[config.mk]
export PLATFORM = sky130hd
export DESIGN_NAME = amrb_mac
export DESIGN_NICKNAME = d
export VERILOG_FILES = /design/src/amrb_pkg.sv /design/src/amrb_mac.sv
export SDC_FILE = /design/constraint.sdc
export NUM_CORES = 1
export LEC_CHECK = 0
export ABC_AREA = 1
export BUFFER_PORTS_ARGS = -buffer_cell sky130_fd_sc_hd__buf_2
export CAP_MARGIN = 25
export CORE_ASPECT_RATIO = 0.7
export CORE_MARGIN = 1
export CORE_UTILIZATION = 59
export DETAILED_ROUTE_END_ITERATION = 8
export PLACE_DENSITY = 0.81
export SETUP_SLACK_MARGIN = 0.3
export SLEW_MARGIN = 40
export SYNTH_ARGS = -nofsm -noshare
export SYNTH_HDL_FRONTEND = slang
export SYNTH_SLANG_ARGS = --single-unit
[constraint.sdc]
create_clock -name vclk -period 7.5
set_input_delay 0.75 -clock vclk [all_inputs]
set_output_delay 0.75 -clock vclk [all_outputs]
set_load 0.01 [all_outputs]
[src/amrb_pkg.sv]
// Shared types and constants for the audio mixing ring buffer.
// Used by amrb_mac and the top level audio_mixing_ring_buffer.
package amrb_pkg;

  localparam int RING_FRAMES_DEF  = 65536;
  localparam int MAX_CHANNELS_DEF = 4;
  localparam int MAX_BLOCK_DEF    = 4096;
  localparam int DEFAULT_CAPACITY = 48000;
  localparam int DEFAULT_CHANNELS = 2;

  localparam int WORD_W     = 24;
  localparam int SMP_W      = 16;
  localparam int GAIN_W     = 16;
  localparam int POS_W      = 64;
  localparam int N_SRC      = 4;
  localparam int N_OUT      = 4;
  localparam int IDX_W      = 12;
  localparam int BLK_W      = 13;
  localparam int SRCCH_W    = 3;
  localparam int CFG_IDX_W  = 2;
  localparam int CFG_DATA_W = 17;
  localparam int RCH_W      = 3;
  localparam int RCAP_W     = 17;

  localparam logic [CFG_IDX_W-1:0] CFG_ENABLE   = 2'd0;
  localparam logic [CFG_IDX_W-1:0] CFG_CHANNELS = 2'd1;
  localparam logic [CFG_IDX_W-1:0] CFG_CAPACITY = 2'd2;

  localparam logic OP_PUSH = 1'b0;
  localparam logic OP_READ = 1'b1;

  typedef enum logic [9:0] {
    S_IDLE  = 10'b00_0000_0001,
    S_CLEAR = 10'b00_0000_0010,
    S_PLACE = 10'b00_0000_0100,
    S_ADDR  = 10'b00_0000_1000,
    S_ROW   = 10'b00_0001_0000,
    S_LOAD  = 10'b00_0010_0000,
    S_LANE  = 10'b00_0100_0000,
    S_WRITE = 10'b00_1000_0000,
    S_RREQ  = 10'b01_0000_0000,
    S_RLOAD = 10'b10_0000_0000
  } state_t;

endpackage

[src/amrb_mac.sv]
// Shared scale-and-accumulate unit: sample times Q4.12 gain, round half up,
// add into a 24-bit ring word with saturation. Depends on amrb_pkg.
module amrb_mac
  import amrb_pkg::*;
(
  input  logic signed [SMP_W-1:0]  sample,
  input  logic        [GAIN_W-1:0] gain,
  input  logic signed [WORD_W-1:0] acc,
  output logic signed [WORD_W-1:0] sum
);

  localparam int PROD_W = SMP_W + GAIN_W + 1;
  localparam int SCL_W  = PROD_W - 12;

  logic signed [PROD_W-1:0] prod;
  logic signed [PROD_W-1:0] rnd;
  logic signed [SCL_W-1:0]  scaled;
  logic signed [WORD_W:0]   wide;

  always_comb begin
    prod   = PROD_W'(sample) * PROD_W'(signed'({1'b0, gain}));
    rnd    = prod + PROD_W'(2048);
    // arithmetic shift floors, so this rounds half toward +infinity
    scaled = rnd[PROD_W-1:12];
    wide   = (WORD_W+1)'(acc) + (WORD_W+1)'(scaled);
    if (wide[WORD_W] != wide[WORD_W-1]) begin
      sum = wide[WORD_W] ? {1'b1, {(WORD_W-1){1'b0}}} : {1'b0, {(WORD_W-1){1'b1}}};
    end else begin
      sum = wide[WORD_W-1:0];
    end
  end

endmodule
==> flow_summary.toml, run 1 <==
[run_status]
status = "finished, violations left"
violations = "DRC, setup timing"

[sta]
slew_headroom = 0.714
fmax_mhz = 121
hold_ws_ps = 1960
fin_crit_sh = 1.10
period_needed_ps = 8270
finalHoldViolCount = 0
tightestPinTransition_ps = 424
rsz0062_at_grt = "true"
final.setup.worst_slack_ps = -767
finalMaxSlewViolations = 0
finalSetupViolCount = 24

[floorplan]
dieArea_um2 = 19200
die_h_um = 116
placeableCoreArea_um2 = 18200
rows = 41
start_util = 0.607
io_pins = 80
die_w_um = 165

[yosys]
synth_top_area_cell = "fa_1"
synth_nets = 1990
yosys-top-cells-area = "fa_1, ha_1, nand2_1"
yosysWarnings = 0
synth_top_cell_area_share = 0.354
netlist_instances = 1598
netlist_area_um2 = 11000
syn_area_per_cell_um2 = 6.90
synthDistinctLibCells = 37
synth-seq-area-share = 0

[critical_path]
crit_arrival_ps = 7520
crit_path_end_kind = "output port"
crit_start = "sample[15]"
cp.required_ps = 6750
path_class = "primary input to output port"
crit_fanout = 7
cp-endpoint = "sum[4]"
slowest_stage = "fa_1"
cpPeakStageDelay_ps = 540
crit_path_start_kind = "primary input"

[global_route]
grt_pass1_wl_um = 52400
grt_pass1_vias = 11000
grt_max_degree = 21
met1_usage = 0.498
gr-usage-met3 = 0.0295
antenna_found_initial = 0
track_usage = 0.348
grt_overflow = 0
grt-busiest-layer = "met2"
use_met2 = 0.591

[final_layout]
drive_gt1_frac = 0.312
syn2layout_area_growth_pct = 34.8
multiInputGateArea_um2 = 10400
final_common_cell = "inv_1"
finalNonFillerCells = 2104
design.seq.count = 0
seq_area_um2 = 0
diodes = 0
layout_common_cells = "inv_1, nand2_1, buf_4"
fillers = 1168
n_clock_buffer = 0
fin_nets = 2262

[clock_network]
cts_hold_buf = 0

[placed_design]
post-place-cells = 2074
port_buffers = 80
hpwl_um = 28000
finalWeightedCongestion = 0.922

[detailed_routing]
ant_nets = 0
viasPerCell = 5.49
drt_wl_total_um = 36300
drt_pass1_iterations = 8
vias = 11500
drc = 8
avgRoutedWirePerCell_um = 17.3
drtIter0Drc = 1220

[hold_path]
hold_path_class = "primary input to output port"

[run]
max-cap-violations = 0
-- worst max-delay path, delay by kind of cell --
kind,cells,cell delay [ps]
adder cells (fa/ha/maj),8,3580
XOR/XNOR,1,180
buffers and inverters,9,1040
AND/OR/NAND/NOR,15,1790
AO/OA/AOI/OAI,1,150
-- per-layer routing --
layer  vias to the layer above  part of all wire  wire, um
li1                       5233                 -         -
met1                      5476              0.41     14800
met2                       709              0.47     16900
met3                       123              0.10      3660
met4                         0             0.027       976
met5                         -                 0         0
-- worst min path at each step --
stage / start / to / depth (start not counted)
floorplan: acc[0] / sum[0] / 3
CTS: acc[0] / sum[0] / 5
finish: acc[0] / sum[0] / 5
global route: acc[0] / sum[0] / 5
global placement: acc[0] / sum[0] / 5
detailed placement: acc[0] / sum[0] / 5
-- Yosys cell counts (7+ instances only) --
library cell,number
a21oi_1,63
clkbuf_1,51
fa_1,195
ha_1,141
inv_1,420
nand2_1,469
nand2_2,19
nand3_1,28
nand4_1,16
nor2_1,68
nor2_2,8
nor3_1,8
o21ai_0,30
o21bai_1,7
or2_2,9
xnor2_1,11
xor2_1,19
-- stage by stage --
stage,worst slack [ps],instance area [um2],utilization,setup TNS [ps]
after floorplan,167,11600,-,0
final,-767,14900,0.819,-16580
after detailed placement,-706,13500,0.743,-15490
after CTS,-421,13800,0.762,-9310
after global placement,-602,13500,0.743,-13090
after global routing,-1000,14900,0.819,-22240
-- area by class of cell --
| cell class | instances | area share |
|---|---|---|
| multi-input combinational | 1120 | 0.700 |
| tap | 236 | 0.0199 |
| inverter | 422 | 0.107 |
| timing repair buffer | 326 | 0.174 |
-- cell families after synthesis --
kind of cell	share of synthesized area
AND/OR/NAND/NOR	0.238
buffers and inverters	0.165
adder cells (fa/ha/maj)	0.514
AO/OA/AOI/OAI	0.0586
XOR/XNOR	0.0238
-- timing repair --
action                     CTS  global route
setup endpoints to repair   24            24
pin swaps                   24            95
gates resized for setup     88           194
gates cloned                 0             3
setup buffers               10            17
Power of run 1 is left out: the tool's default activity adds up to more than one toggle a clock period on the data nets, which glitch-free logic cannot reach.
==> inputs of run 2 (changes only) <==
- CORE_UTILIZATION: 59 -> 70
- PLACE_DENSITY: 0.81 -> 0.91
- clock period: 7.5 -> 10.2 ns (I/O delays scaled with it)
==> flow_summary.toml, run 2 (synthesis results as in run 1) <==
[global_route]
antenna_found_initial = 0
grt_pass1_vias = 10500
grt_pass1_wl_um = 52200
grt_overflow = 0
grt_max_degree = 24
track_usage = 0.412

[detailed_routing]
drt-met1-wl_um = 13100
dr_wl_met2_um = 12900
viasPerCell = 5.67
avgRoutedWirePerCell_um = 17.3
drc = 10
drt_pass1_iterations = 7
highest_layer = "met4"
ant_nets = 0
drt_wl_total_um = 31400
vias = 10300
drtIter0Drc = 959
wl_met3_um = 4890

[critical_path]
crit_path_end_kind = "output port"
cpPeakStageDelay_ps = 580
path_class = "primary input to output port"
crit_path_start_kind = "primary input"
crit_fanout = 16
cpMostUsedCell = "nand2_1"
cp.required_ps = 9180
slowest_stage = "o21ai_0"
crit_arrival_ps = 8480

[placed_design]
hpwl_um = 26700
port_buffers = 80
finalWeightedCongestion = 1.03
detailedPlace.worstSlack_ps = 903

[sta]
fin_crit_sh = 0.931
rsz0062_at_grt = "false"
hold_ws_ps = 2460
tightestPinTransition_ps = 695
fmax_mhz = 105
finalMaxSlewViolations = 0
finalSetupViolCount = 0
tns_ps = 0
period_needed_ps = 9500
slew_headroom = 0.532
finalHoldViolCount = 0
final.setup.worst_slack_ps = 702

[final_layout]
design.seq.count = 0
drive_gt1_frac = 0.0801
multiInputGateArea_um2 = 9210
fin_nets = 2017
syn2layout_area_growth_pct = 3.80
n_clock_buffer = 0
final_common_cell = "nand2_1"
seq_area_um2 = 0
fillers = 1161
layout_common_cells = "nand2_1, inv_1, fa_1"
diodes = 0

[floorplan]
io_pins = 80
placeableCoreArea_um2 = 15000
die_h_um = 107
rows = 37
dieArea_um2 = 16300
die_w_um = 152
start_util = 0.733

[hold_path]
hold_path_class = "primary input to output port"
hold_depth = 5

[clock_network]
cts_hold_buf = 0

[run]
max-cap-violations = 0

[run_status]
violations = "DRC"
status = "finished, violations left"
## run 2: cell types whose count changed in the layout (fill, tap and decap cells not counted), moves of 17 or more
cell	before	now
o21ai_0	13	30
buf_6	29	0
buf_4	226	1
ha_4	28	0
nand2_2	79	19
nand2_1	388	469
buf_2	53	80
nand2_4	19	1
a21oi_1	36	63
nor2_1	41	68
ha_1	110	141
## run 2: metal layers
layer	vias up	global-route usage
li1	4741	-
met1	4807	0.592
met2	699	0.634
met3	60	0.112
met4	0	0.0649
met5	-	0
## run 2: layout make-up
type | count | share of cell area
Timing Repair Buffer | 81 | 0.0356
Inverter | 422 | 0.138
Multi-Input combinational cell | 1120 | 0.805
Tap cell | 195 | 0.0213
## run 2: metrics by stage
| step | std cells | area [um2] | util |
|---|---|---|---|
| 2_1_floorplan | 1598 | 11000 | - |
| 3_3_place_gp | 1818 | 11400 | 0.760 |
| 3_5_place_dp | 1818 | 11400 | 0.760 |
| 4_1_cts | 1818 | 11400 | 0.760 |
| 5_1_grt | 1818 | 11400 | 0.761 |
| 6_report | 1818 | 11400 | 0.761 |
## run 2: worst max-delay path: cells and delay by family
family / cells / cell delay (ps)
fa+ha+maj: 8 / 3610
simple gates: 11 / 1400
compound gates: 4 / 1150
buf+inv: 8 / 990
xor+xnor: 1 / 270
## run 2: path summary, 6_finish.rpt
| path | startpoint | end | slack (ps) |
|---|---|---|---|
| hold / removal | acc[0] | sum[0] | 2460 |
| setup / recovery | gain[6] | sum[22] | 700 |
## run 2: timing repair
| action | CTS | global route |
|---|---|---|
| setup buffers | 0 | 0 |
| endpoints found under the setup margin | 0 | 16 |
| resized for setup | 0 | 1 |
Power of run 2 is left out for the same reason.
